$ cat src/rtl/core/lcdseq_pkg.sv
`timescale 1ns / 1ps
// ----------------------------------------------------------------------------
// lcdseq_pkg
// Shared types, constants and the microcode control store of the
// character LCD nibble write sequencer.
// ----------------------------------------------------------------------------
package lcdseq_pkg;

    // Request function codes
    localparam logic [2:0] FUNC_CMD   = 3'd0;
    localparam logic [2:0] FUNC_DATA  = 3'd1;
    localparam logic [2:0] FUNC_INIT  = 3'd2;
    localparam logic [2:0] FUNC_CLEAR = 3'd3;
    localparam logic [2:0] FUNC_GOTO  = 3'd4;

    // Configuration registers, in index order
    localparam int          NREGS    = 7;
    localparam int          REG_W    = 16;
    localparam int          IDX_W    = 3;
    localparam logic [2:0]  H_PULSE  = 3'd0;
    localparam logic [2:0]  H_EXEC   = 3'd1;
    localparam logic [2:0]  H_CLEAR  = 3'd2;
    localparam logic [2:0]  H_GOTO   = 3'd3;
    localparam logic [2:0]  H_POWER  = 3'd4;
    localparam logic [2:0]  H_WAKE1  = 3'd5;
    localparam logic [2:0]  H_WAKE   = 3'd6;

    typedef logic [NREGS-1:0][REG_W-1:0] t_cfg;

    localparam t_cfg CFG_RESET = {16'd150, 16'd10000, 16'd15000, 16'd10000,
                                  16'd15000, 16'd300, 16'd1000};

    // Display geometry
    localparam int DEF_ROWS = 4;
    typedef logic [3:0][7:0] t_row_base;
    localparam t_row_base ROW_BASE = {8'hD4, 8'h94, 8'hC0, 8'h80};

    // Program counter and entry points
    localparam int         PC_W     = 6;
    localparam logic [5:0] PC_BYTE  = 6'd0;
    localparam logic [5:0] PC_GOTO  = 6'd5;
    localparam logic [5:0] PC_CLEAR = 6'd11;
    localparam logic [5:0] PC_INIT  = 6'd17;

    // Nibble source codes
    localparam logic [1:0] NIB_CONST = 2'd0;
    localparam logic [1:0] NIB_HI    = 2'd1;
    localparam logic [1:0] NIB_LO    = 2'd2;

    // One control word per emitted pin state
    typedef struct packed {
        logic            rs_req;     // take register select from the request
        logic            en;         // enable pin level
        logic            byte_const; // use byte_val instead of the request byte
        logic [7:0]      byte_val;
        logic [1:0]      nib_sel;
        logic [3:0]      nib_val;
        logic [2:0]      hold_sel;   // configuration register giving the hold time
        logic            last;       // final state of the request
        logic            jmp;        // continue at tgt instead of pc + 1
        logic [PC_W-1:0] tgt;
    } t_cw;

    // Byte write: two enable pulses, exec wait, then an optional extra wait
    function automatic t_cw byte_step(logic [2:0] k, logic rs, logic bconst,
                                      logic [7:0] b, logic [2:0] wh);
        t_cw cw;
        cw            = '0;
        cw.rs_req     = rs;
        cw.byte_const = bconst;
        cw.byte_val   = b;
        unique case (k)
            3'd0: begin cw.en = 1'b1; cw.nib_sel = NIB_HI; cw.hold_sel = H_PULSE; end
            3'd1: begin cw.en = 1'b0; cw.nib_sel = NIB_HI; cw.hold_sel = H_PULSE; end
            3'd2: begin cw.en = 1'b1; cw.nib_sel = NIB_LO; cw.hold_sel = H_PULSE; end
            3'd3: begin cw.en = 1'b0; cw.nib_sel = NIB_LO; cw.hold_sel = H_PULSE; end
            3'd4: begin cw.en = 1'b0; cw.nib_sel = NIB_LO; cw.hold_sel = H_EXEC;  end
            default: begin cw.en = 1'b0; cw.nib_sel = NIB_LO; cw.hold_sel = wh; end
        endcase
        return cw;
    endfunction

    // Wake nibble: one enable pulse, then a wait
    function automatic t_cw wake_step(logic [2:0] k, logic [3:0] nib, logic [2:0] wh);
        t_cw cw;
        cw         = '0;
        cw.nib_sel = NIB_CONST;
        cw.nib_val = nib;
        unique case (k)
            3'd0:    begin cw.en = 1'b1; cw.hold_sel = H_PULSE; end
            3'd1:    begin cw.en = 1'b0; cw.hold_sel = H_PULSE; end
            default: begin cw.en = 1'b0; cw.hold_sel = wh;      end
        endcase
        return cw;
    endfunction

    // Control store
    function automatic t_cw rom(logic [PC_W-1:0] pc);
        t_cw cw;
        cw = '0;
        priority if (pc <= 6'd4) begin
            cw      = byte_step(pc[2:0], 1'b1, 1'b0, 8'h00, H_EXEC);
            cw.last = (pc == 6'd4);
        end else if (pc <= 6'd10) begin
            cw      = byte_step(3'(pc - PC_GOTO), 1'b0, 1'b0, 8'h00, H_GOTO);
            cw.last = (pc == 6'd10);
        end else if (pc <= 6'd16) begin
            cw      = byte_step(3'(pc - PC_CLEAR), 1'b0, 1'b1, 8'h01, H_CLEAR);
            cw.last = (pc == 6'd16);
        end else if (pc == PC_INIT) begin
            cw.nib_sel  = NIB_CONST;
            cw.hold_sel = H_POWER;
        end else if (pc <= 6'd20) begin
            cw = wake_step(3'(pc - 6'd18), 4'h3, H_WAKE1);
        end else if (pc <= 6'd23) begin
            cw = wake_step(3'(pc - 6'd21), 4'h3, H_WAKE);
        end else if (pc <= 6'd26) begin
            cw = wake_step(3'(pc - 6'd24), 4'h3, H_WAKE);
        end else if (pc <= 6'd28) begin
            cw = wake_step(3'(pc - 6'd27), 4'h2, H_PULSE);
        end else if (pc <= 6'd33) begin
            cw = byte_step(3'(pc - 6'd29), 1'b0, 1'b1, 8'h28, H_EXEC);
        end else if (pc <= 6'd38) begin
            cw = byte_step(3'(pc - 6'd34), 1'b0, 1'b1, 8'h80, H_EXEC);
        end else if (pc <= 6'd43) begin
            cw = byte_step(3'(pc - 6'd39), 1'b0, 1'b1, 8'h0C, H_EXEC);
        end else if (pc <= 6'd48) begin
            cw = byte_step(3'(pc - 6'd44), 1'b0, 1'b1, 8'h06, H_EXEC);
            // finish init with the clear routine
            cw.jmp = (pc == 6'd48);
            cw.tgt = PC_CLEAR;
        end else begin
            cw.last = 1'b1;
        end
        return cw;
    endfunction

endpackage

$ cat src/rtl/core/lcdseq_cfg.sv
`timescale 1ns / 1ps
// ----------------------------------------------------------------------------
// lcdseq_cfg
// Timing register file: seven 16-bit hold times written through a plain
// write port, reset to the default display timings.
// ----------------------------------------------------------------------------
module lcdseq_cfg (
    input  logic                          i_clk,
    input  logic                          i_rst_n,
    input  logic                          i_cfg_we,
    input  logic [lcdseq_pkg::IDX_W-1:0]  i_cfg_index,
    input  logic [lcdseq_pkg::REG_W-1:0]  i_cfg_data,
    output lcdseq_pkg::t_cfg              o_regs
);

    lcdseq_pkg::t_cfg r_regs;
    lcdseq_pkg::t_cfg n_regs;

    // Write the addressed register; drop writes beyond the list
    always_comb begin
        n_regs = r_regs;
        if (i_cfg_we && (i_cfg_index < lcdseq_pkg::IDX_W'(lcdseq_pkg::NREGS))) begin
            n_regs[i_cfg_index] = i_cfg_data;
        end
    end

    always_ff @(posedge i_clk) begin
        if (!i_rst_n) begin
            r_regs <= lcdseq_pkg::CFG_RESET;
        end else begin
            r_regs <= n_regs;
        end
    end

    assign o_regs = r_regs;

endmodule

$ cat src/rtl/core/lcdseq_useq.sv
`timescale 1ns / 1ps
// ----------------------------------------------------------------------------
// lcdseq_useq
// Microcoded sequencer: step counter over the control store, request byte
// and register select latches, and the pin state output register.
// ----------------------------------------------------------------------------
module lcdseq_useq #(
    parameter int ROWS = lcdseq_pkg::DEF_ROWS
) (
    input  logic                          i_clk,
    input  logic                          i_rst_n,
    input  lcdseq_pkg::t_cfg              i_regs,
    input  logic                          i_in_valid,
    output logic                          o_in_stall,
    input  logic [2:0]                    i_func,
    input  logic [7:0]                    i_value,
    input  logic [2:0]                    i_row,
    input  logic [4:0]                    i_column,
    output logic                          o_out_valid,
    input  logic                          i_out_stall,
    output logic                          o_reg_select,
    output logic                          o_enable_pin,
    output logic [3:0]                    o_nibble,
    output logic [lcdseq_pkg::REG_W-1:0]  o_hold_us,
    output logic                          o_last
);

    localparam int PC_W = lcdseq_pkg::PC_W;

    // Control state
    logic            r_busy,      n_busy;
    logic [PC_W-1:0] r_pc,        n_pc;
    logic            r_out_valid, n_out_valid;
    // Request latches and output payload (no reset)
    logic            r_rs,   n_rs;
    logic [7:0]      r_byte, n_byte;
    logic            r_o_rs, n_o_rs;
    logic            r_o_en, n_o_en;
    logic [3:0]      r_o_nib, n_o_nib;
    logic [lcdseq_pkg::REG_W-1:0] r_o_hold, n_o_hold;
    logic            r_o_last, n_o_last;

    lcdseq_pkg::t_cw cw;
    logic [7:0]      step_byte;
    logic [3:0]      step_nib;
    logic [2:0]      row_c;
    logic [1:0]      row_idx;
    logic [7:0]      addr;
    logic            accept;
    logic            load;

    // Clamp the row and form the cursor address byte
    always_comb begin
        priority if (i_row == 3'd0) begin
            row_c = 3'd1;
        end else if (i_row > 3'(ROWS)) begin
            row_c = 3'(ROWS);
        end else begin
            row_c = i_row;
        end
        row_idx = 2'(row_c - 3'd1);
        addr    = lcdseq_pkg::ROW_BASE[row_idx] + {3'b000, i_column} + 8'hFF;
    end

    // Decode the current control word into pin levels
    always_comb begin
        cw        = lcdseq_pkg::rom(r_pc);
        step_byte = cw.byte_const ? cw.byte_val : r_byte;
        unique case (cw.nib_sel)
            lcdseq_pkg::NIB_HI: step_nib = step_byte[7:4];
            lcdseq_pkg::NIB_LO: step_nib = step_byte[3:0];
            default:            step_nib = cw.nib_val;
        endcase
    end

    assign accept = i_in_valid && !r_busy;
    assign load   = r_busy && (!r_out_valid || !i_out_stall);

    // Advance the step counter and load the output register
    always_comb begin
        n_busy      = r_busy;
        n_pc        = r_pc;
        n_out_valid = r_out_valid;
        n_rs        = r_rs;
        n_byte      = r_byte;
        n_o_rs      = r_o_rs;
        n_o_en      = r_o_en;
        n_o_nib     = r_o_nib;
        n_o_hold    = r_o_hold;
        n_o_last    = r_o_last;

        // drop a transferred result
        if (r_out_valid && !i_out_stall) begin
            n_out_valid = 1'b0;
        end

        if (load) begin
            n_out_valid = 1'b1;
            n_o_rs      = cw.rs_req & r_rs;
            n_o_en      = cw.en;
            n_o_nib     = step_nib;
            n_o_hold    = i_regs[cw.hold_sel];
            n_o_last    = cw.last;
            if (cw.last) begin
                n_busy = 1'b0;
            end else if (cw.jmp) begin
                n_pc = cw.tgt;
            end else begin
                n_pc = r_pc + PC_W'(1);
            end
        end

        // start a new request; unknown functions give no results
        if (accept) begin
            n_rs   = (i_func == lcdseq_pkg::FUNC_DATA);
            n_byte = (i_func == lcdseq_pkg::FUNC_GOTO) ? addr : i_value;
            unique case (i_func)
                lcdseq_pkg::FUNC_CMD,
                lcdseq_pkg::FUNC_DATA:  begin n_busy = 1'b1; n_pc = lcdseq_pkg::PC_BYTE;  end
                lcdseq_pkg::FUNC_INIT:  begin n_busy = 1'b1; n_pc = lcdseq_pkg::PC_INIT;  end
                lcdseq_pkg::FUNC_CLEAR: begin n_busy = 1'b1; n_pc = lcdseq_pkg::PC_CLEAR; end
                lcdseq_pkg::FUNC_GOTO:  begin n_busy = 1'b1; n_pc = lcdseq_pkg::PC_GOTO;  end
                default:                begin n_busy = 1'b0; end
            endcase
        end
    end

    always_ff @(posedge i_clk) begin
        if (!i_rst_n) begin
            r_busy      <= 1'b0;
            r_pc        <= '0;
            r_out_valid <= 1'b0;
        end else begin
            r_busy      <= n_busy;
            r_pc        <= n_pc;
            r_out_valid <= n_out_valid;
        end
    end

    always_ff @(posedge i_clk) begin
        r_rs     <= n_rs;
        r_byte   <= n_byte;
        r_o_rs   <= n_o_rs;
        r_o_en   <= n_o_en;
        r_o_nib  <= n_o_nib;
        r_o_hold <= n_o_hold;
        r_o_last <= n_o_last;
    end

    assign o_in_stall   = r_busy;
    assign o_out_valid  = r_out_valid;
    assign o_reg_select = r_o_rs;
    assign o_enable_pin = r_o_en;
    assign o_nibble     = r_o_nib;
    assign o_hold_us    = r_o_hold;
    assign o_last       = r_o_last;

endmodule

$ cat src/rtl/core/char_lcd_nibble_write_sequencer.sv
`timescale 1ns / 1ps
// ----------------------------------------------------------------------------
// char_lcd_nibble_write_sequencer
// Turns display requests into timed pin states for a 4-bit character LCD bus.
// ----------------------------------------------------------------------------
// Usage:
//   Input channel (i_in_valid / o_in_stall) carries one request: func, value,
//   row and column. Output channel (o_out_valid / i_out_stall) carries one pin
//   state per transfer: register select, enable, nibble, hold time in
//   microseconds, and a last flag on the final state of the request.
//   A command or data request gives 5 states, clear 6, goto 6 and init 38;
//   functions 5 to 7 give none.
//   The step counter walks the microcode store one state per cycle; when the
//   receiver stalls, the output register holds its state and the step counter
//   waits. A request holds the input stalled until its last state is loaded;
//   the request transfer sets the step counter, from which the first state is
//   loaded into the output register. A new request is taken in the cycle after
//   the last state is loaded, even while that state still waits in the output
//   register. Timing registers are written through i_cfg_we / i_cfg_index /
//   i_cfg_data; the user is to write them only while idle, since the block
//   itself does not enforce it. Writes to an index above 6 are ignored.
//   Reset empties the output register, stops the sequencer and loads the
//   default timings.
// ----------------------------------------------------------------------------
module char_lcd_nibble_write_sequencer #(
    parameter int ROWS = lcdseq_pkg::DEF_ROWS
) (
    input  logic                          i_clk,
    input  logic                          i_rst_n,
    input  logic                          i_cfg_we,
    input  logic [lcdseq_pkg::IDX_W-1:0]  i_cfg_index,
    input  logic [lcdseq_pkg::REG_W-1:0]  i_cfg_data,
    input  logic                          i_in_valid,
    output logic                          o_in_stall,
    input  logic [2:0]                    i_func,
    input  logic [7:0]                    i_value,
    input  logic [2:0]                    i_row,
    input  logic [4:0]                    i_column,
    output logic                          o_out_valid,
    input  logic                          i_out_stall,
    output logic                          o_reg_select,
    output logic                          o_enable_pin,
    output logic [3:0]                    o_nibble,
    output logic [15:0]                   o_hold_us,
    output logic                          o_last
);

    lcdseq_pkg::t_cfg regs;

    // Timing registers
    lcdseq_cfg u_cfg (
        .i_clk       (i_clk),
        .i_rst_n     (i_rst_n),
        .i_cfg_we    (i_cfg_we),
        .i_cfg_index (i_cfg_index),
        .i_cfg_data  (i_cfg_data),
        .o_regs      (regs)
    );

    // Sequencer and output register
    lcdseq_useq #(
        .ROWS (ROWS)
    ) u_useq (
        .i_clk        (i_clk),
        .i_rst_n      (i_rst_n),
        .i_regs       (regs),
        .i_in_valid   (i_in_valid),
        .o_in_stall   (o_in_stall),
        .i_func       (i_func),
        .i_value      (i_value),
        .i_row        (i_row),
        .i_column     (i_column),
        .o_out_valid  (o_out_valid),
        .i_out_stall  (i_out_stall),
        .o_reg_select (o_reg_select),
        .o_enable_pin (o_enable_pin),
        .o_nibble     (o_nibble),
        .o_hold_us    (o_hold_us),
        .o_last       (o_last)
    );

endmodule

$ cat config.mk
export PLATFORM = sky130hd
export DESIGN_NAME = char_lcd_nibble_write_sequencer
export DESIGN_NICKNAME = d
export VERILOG_FILES = /design/src/rtl/core/lcdseq_pkg.sv /design/src/rtl/core/lcdseq_cfg.sv /design/src/rtl/core/lcdseq_useq.sv /design/src/rtl/core/char_lcd_nibble_write_sequencer.sv
export SDC_FILE = /design/constraint.sdc
export NUM_CORES = 1
export LEC_CHECK = 0
export BUFFER_PORTS_ARGS = -buffer_cell sky130_fd_sc_hd__buf_2
export CAP_MARGIN = 10
export CORE_MARGIN = 3
export CORE_UTILIZATION = 40
export DETAILED_ROUTE_END_ITERATION = 16
export PLACE_DENSITY = 0.56
export SLEW_MARGIN = 20
export SYNTH_ARGS = -nofsm -noshare
export SYNTH_HDL_FRONTEND = slang
export SYNTH_SLANG_ARGS = --single-unit
$ cat constraint.sdc
create_clock -name i_clk -period 3.3 [get_ports i_clk]
set_input_delay 0.495 -clock i_clk [delete_from_list [all_inputs] [get_ports i_clk]]
set_output_delay 0.495 -clock i_clk [all_outputs]
set_load 0.01 [all_outputs]
-- Word level (Yosys, flattened, before mapping)
Index checks and enable logic that the tools add are counted.
- add/sub/neg operators: 14
- magnitude comparators: 17
- equal/unequal tests: 37
- mux-type cells: 69
- bitwise gates (word level): 1
- reduce and logical (&&, ||, !) cells: 52
- operators by type and width (operator ; number):
    $mux W28 ; 9
    $bwmux W112 ; 1
    $bmux W16 S3 ; 1
    $demux W16 S3 ; 1
    $eq A3 B2 Y1 const B ; 16
    $logic_not A3 Y1 ; 13
    $reduce_or A2 Y1 ; 18
    $eq A3 B1 Y1 const B ; 11
    $mux W16 ; 2
    $mux W8 ; 4
    $le A6 B5 Y1 const B ; 5
    $reduce_or A4 Y1 ; 7
    $mux W27 ; 1
    $le A6 B6 Y1 const B ; 4
    $mux W6 ; 4
    $pmux W6 S4 ; 1
    $mux W1 ; 23
    $mux W2 ; 10
    $mux W19 ; 1
    $bmux W8 S2 ; 1
    $sub A3 B3 Y3 const B ; 5
    $eq A6 B5 Y1 const B ; 2
    $mux W3 ; 4
    $sub A3 B2 Y3 const B ; 4
    other kinds (30) ; 42
- register bits: 152
- output and inout port bits: 25
- logic and storage cells: 207

-- Depth between registers and ports, before layout
- word-level depth: 21
- depth in mapped cells: 14

-- Modules after synthesis
From an unflattened synthesis, not the netlist that was laid out.
- cells, all modules: 845
- area total of the unflattened synthesis: 8239.2 sq um
- by module, submodules not included (module ; instances ; cells each ; area each (sq um) ; seq. area each (sq um)):
    lcdseq_cfg ; 1 ; 403 ; 4261.6 ; 2242.2
    lcdseq_useq ; 1 ; 442 ; 3977.6 ; 1121.1

-- Worst setup path after synthesis
OpenSTA, ideal clock, no wires.
- path type: register to register
- start point: register u_useq.r_pc[2]
- end point: register u_useq.r_o_nib[2] (netlist: u_useq.o_nibble[2]), data pin
- setup time: 257 ps
- arrival: 2961 ps
- data required time: 3043 ps
- setup slack: 83 ps
- cell stages (with the launch flop): 15
- path buffers: 2
- period minus slack after synthesis: 3217 ps
- cells stage by stage: dfxtp_1 -> buf_6 -> buf_2 -> inv_1 -> ha_1 -> nor2b_1 -> o31ai_1 -> o21ai_0 -> a21oi_1 -> a21oi_1 -> mux2_2 -> ha_1 -> a22o_1 -> a21oi_1 -> nor2_1
- word-level cells in the longest chain between the ends: 18
- RTL lines (item ; RTL line ; RTL):
    start: declaration ; lcdseq_useq.sv:32 ; logic [PC_W-1:0] r_pc, n_pc;
    start signal: assignment ; lcdseq_useq.sv:135 ; r_pc <= n_pc;
    $sub A3 B3 Y3 ; lcdseq_pkg.sv:128 ; cw = byte_step(3'(pc - 6'd44), 1'b0, 1'b1, 8'h06, H_EXEC);
    $eq A3 B1 Y1 / $logic_not A3 Y1 (equally long branches) ; lcdseq_pkg.sv:72 ; unique case (k)
    $reduce_or A2 Y1 (no line) ; -- ;
    $mux W2 ; lcdseq_pkg.sv:72 ;
    $mux W19 ; lcdseq_pkg.sv:127 ; end else if (pc <= 6'd48) begin
    $mux W27 ; lcdseq_pkg.sv:125 ; end else if (pc <= 6'd43) begin
    $mux W28 ; lcdseq_pkg.sv:123 ; end else if (pc <= 6'd38) begin
    $mux W28 ; lcdseq_pkg.sv:121 ; end else if (pc <= 6'd33) begin
    [... 2 more ...] ; -- ;
    $mux W28 ; lcdseq_pkg.sv:115 ; end else if (pc <= 6'd23) begin
    $mux W28 ; lcdseq_pkg.sv:113 ; end else if (pc <= 6'd20) begin
    $mux W2 ; lcdseq_pkg.sv:110 ; end else if (pc == PC_INIT) begin
    $mux W28 ; lcdseq_pkg.sv:107 ; end else if (pc <= 6'd16) begin
    $mux W28 ; lcdseq_pkg.sv:104 ; end else if (pc <= 6'd10) begin
    $mux W28 * ; lcdseq_pkg.sv:101 ; priority if (pc <= 6'd4) begin
    $eq A2 B2 Y1 / $eq A2 B1 Y1 (equally long branches) ; lcdseq_useq.sv:69 ; unique case (cw.nib_sel)
    $pmux W4 S2 * ; lcdseq_useq.sv:69 ;
    end signal: assignment ; lcdseq_useq.sv:145 ; r_o_nib <= n_o_nib;
    end: declaration ; lcdseq_useq.sv:39 ; logic [3:0] r_o_nib, n_o_nib;
Mark *: on every way between the ends. The rest lies on a longest branch, timed or not.
A chain may end at the register's enable or synchronous reset.

-- Worst setup path in the final report
- start point: register u_useq.r_pc[0]
- end point: register u_useq.r_o_nib[2] (netlist: u_useq.o_nibble[2]), data pin
The elaborated chain is that of the path after synthesis.

==> impl_metrics.py <==
metrics = {
    "finish": {
        "fill_cells": 1996,
        "final_layout_size_suffix_gt1_share_pct": 18.7,
        "instances_no_fill": 1368,
        "nets": 1149,
        "diodes": 0,
        "final_util_pct": 48.9,
        "area_growth_syn_to_layout_pct": 19.2,
        "multi_input_area_um2": 4660,
        "seq_area_um2": 3360,
    },
    "route": {
        "drtPass1Iterations": 5,
        "via_per_inst": 5.44,
        "route.detailed.drc": 0,
        "drt_iter0_markers": 783,
        "wl_um": 25600,
        "wl_per_cell_um": 18.7,
        "vias": 7446,
        "ant_nets": 0,
    },
    "place": {
        "dpl.hpwl_um": 17500,
        "io_buffers": 67,
        "dp.cells": 1336,
        "gp_congestion": 0.895,
    },
    "yosys": {
        "synth_edf_count": 32,
        "synth-seq-cells": 152,
        "yosysMostFrequentCell": "nand2_1",
        "async_flop_share_pct": 0,
        "synth_top_area_cell": "dfxtp_1",
        "synthCells": 993,
        "synth.yosys.seq_area_share_pct": 40.2,
        "synthTopCellsByCount": "287 x nand2_1, 120 x dfxtp_1, 76 x a21boi_0",
        "syn-num-nets": 1057,
        "ys_types": 70,
        "ys_top_cells_by_area": "dfxtp_1 29%, nand2_1 13%, edfxtp_1 11%, a21boi_0 6.8%, a22oi_1 3.1%",
        "ys_warn_count": 0,
        "netlist_area_um2": 8360,
        "syn_area_per_cell_um2": 8.42,
        "yosys_most_used_dff": "dfxtp_1",
        "synth_top_area_share_pct": 28.7,
    },
    "critical_path": {
        "startpoint_type": "flip-flop",
        "r2r_start": "u_useq.r_pc[0]",
        "worst_r2r_endpoint": "u_useq.o_nibble[2]",
        "path_class": "flip-flop to flip-flop",
        "required_ns": 3.49,
        "rr_worst_depth": 14,
        "worstPathArrival_ns": 3.32,
        "cp_max_fo": 9,
        "reg2reg_slack_ns": 0.17,
        "crit_path_end_kind": "flip-flop",
    },
    "floorplanning": {
        "fp.dieH_um": 151,
        "start_util_pct": 41.1,
        "fp-row-count": 52,
        "die_w_um": 151,
        "core_area_um2": 20400,
        "dieArea_um2": 22700,
        "io_pins": 68,
    },
    "global_route": {
        "antenna_found_initial": 1,
        "grt_overflow": 0,
        "grtUsageTotal_pct": 22.7,
        "grt_pass1_vias": 6811,
        "grt_max_degree": 69,
        "grt_pass1_wl_um": 39700,
    },
    "pwr": {
        "power.leakage_nw": 4.00,
        "max-vdd-ir-drop_uv": 441,
        "power_density_nw_per_um2": 495,
    },
    "sta": {
        "report.final.hold_viol_count": 0,
        "finalCritPeriodShare_pct": 94.8,
        "finalSetupViolCount": 0,
        "min_period_ns": 3.13,
        "worstMarginPinSlew_ns": 0.928,
        "fin_worst_skew_ns": 0.00910,
        "slew_headroom_pct": 38.1,
        "fmax_mhz": 320,
        "drv_slew": 0,
        "timing.setup.tns_ns": 0,
        "rsz0062_at_grt": "false",
    },
    "run": {
        "cap_violations": 0,
    },
    "clocking": {
        "clock_path_buffers": 2,
        "cts_hold_buf": 0,
        "tritoncts": "yes",
        "cts_made_buffers": 17,
        "clk_pin_slew_worst_paths_ns": 0.07,
        "worstSkewPairLatency_ns": 0.43,
        "htreeDepth": 4,
        "cts_sinks": 152,
        "clockRootBuffer": "clkbuf_16",
    },
    "hold_path": {
        "holdCritStartpoint": "i_value[4]",
        "hold_path.class": "primary input to flip-flop",
        "min_to": "u_useq.r_byte[4]",
        "hold_depth": 3,
    },
    "run_status": {
        "status": "completed",
    },
}
-- timing repair --
item,4_1_cts,5_1_grt
setup buffers,0,0
endpoints found under the setup margin,0,4
resized for setup,0,2
-- metrics by stage --
step	hold slack [ns]	instance area, um^2	power [mW]	setup slack (ns)
floorplan	0.432	8360	2.65	0.0827
global placement	0.442	9340	3.01	0.0659
detailed placement	0.449	9350	3.01	0.108
CTS	0.327	9940	4.96	0.0894
global route	0.345	9960	5.15	0.0102
finish	0.337	9960	4.93	0.173
-- registers in the layout, summed over array words and instances (netlist names) --
name                 cells
u_cfg.o_regs           112
u_useq.o_out_valid       1
u_useq.r_byte            8
u_useq.o_in_stall        1
u_useq.o_nibble          4
u_useq.o_hold_us        16
u_useq.r_pc              6
u_useq.o_reg_select      1
u_useq.r_rs              1
u_useq.o_last            1
u_useq.o_enable_pin      1
-- metal layers --
metal  share of wire (%)  wire [um]  global-route usage, %  vias up
met1                  50      12700                   34.4     3496
met4                 1.3        332                   5.94        2
li1                    -          -                      -     3701
met3                 6.8       1740                   4.49       26
met2                  42      10800                   33.0      221
met5               0.031          8                      0        -
-- report_power, final --
part           internal [mW]  switching, mW
Sequential              2.00         0.0436
Combinational          0.395          0.549
Clock                   1.14          0.812
Total                   3.53           1.40
-- logic make-up after synthesis --
family                     synth area share [%]
and+or+nand+nor                            21.9
AOI/OAI and AO/OA                          21.8
DFF                                        40.2
buffers and inverters                      4.71
muxes                                      7.26
adders and majority gates                  3.23
xor gates and xnor gates                  0.838
-- critical path, stage by stage (launching register included) --
cell      delay (ns)
dfxtp_1         0.31
buf_4           0.16
ha_1            0.22
buf_4           0.17
xnor2_2         0.29
o21ai_0         0.18
mux2_2          0.30
o221ai_1        0.17
a21oi_1         0.09
a21oi_1         0.16
mux2i_1         0.10
ha_1            0.28
a22o_1          0.27
a21oi_1         0.15
nor2_1          0.05
-- how the worst max path moves through the flow --
stage,to,slack [ns],depth (start not counted),from
after floorplan,u_useq.o_nibble[2],0.08,14,u_useq.r_pc[2]
after global placement,u_useq.o_hold_us[15],0.07,10,u_useq.r_pc[0]
after detailed placement,u_useq.o_nibble[2],0.11,14,u_useq.r_pc[0]
after CTS,u_useq.o_nibble[2],0.09,14,u_useq.r_pc[0]
after global routing,u_useq.o_nibble[2],0.01,14,u_useq.r_pc[0]
final,u_useq.o_nibble[2],0.17,14,u_useq.r_pc[0]
-- placed cells by master (no fill, tap or decap), types with 20 or more instances in the layout --
cell,synthesis,final
nor2_1,28,27
o21ai_0,31,31
nand3_1,46,46
edfxtp_1,32,32
a22oi_1,34,34
dfxtp_1,120,120
buf_4,3,66
nand2_1,287,287
mux2_2,21,21
inv_1,21,21
ha_1,20,20
a21boi_0,76,76
buf_2,11,66
-- cell type report --
type	instances	share of cell area, %
Multi-Input combinational cell	755	46.7
Sequential cell	152	33.8
Timing Repair Buffer	138	9.40
Inverter	21	0.791
Clock inverter	11	1.08
Clock buffer	21	4.85
Tap cell	270	3.39
(Power assumes the default switching activity.)
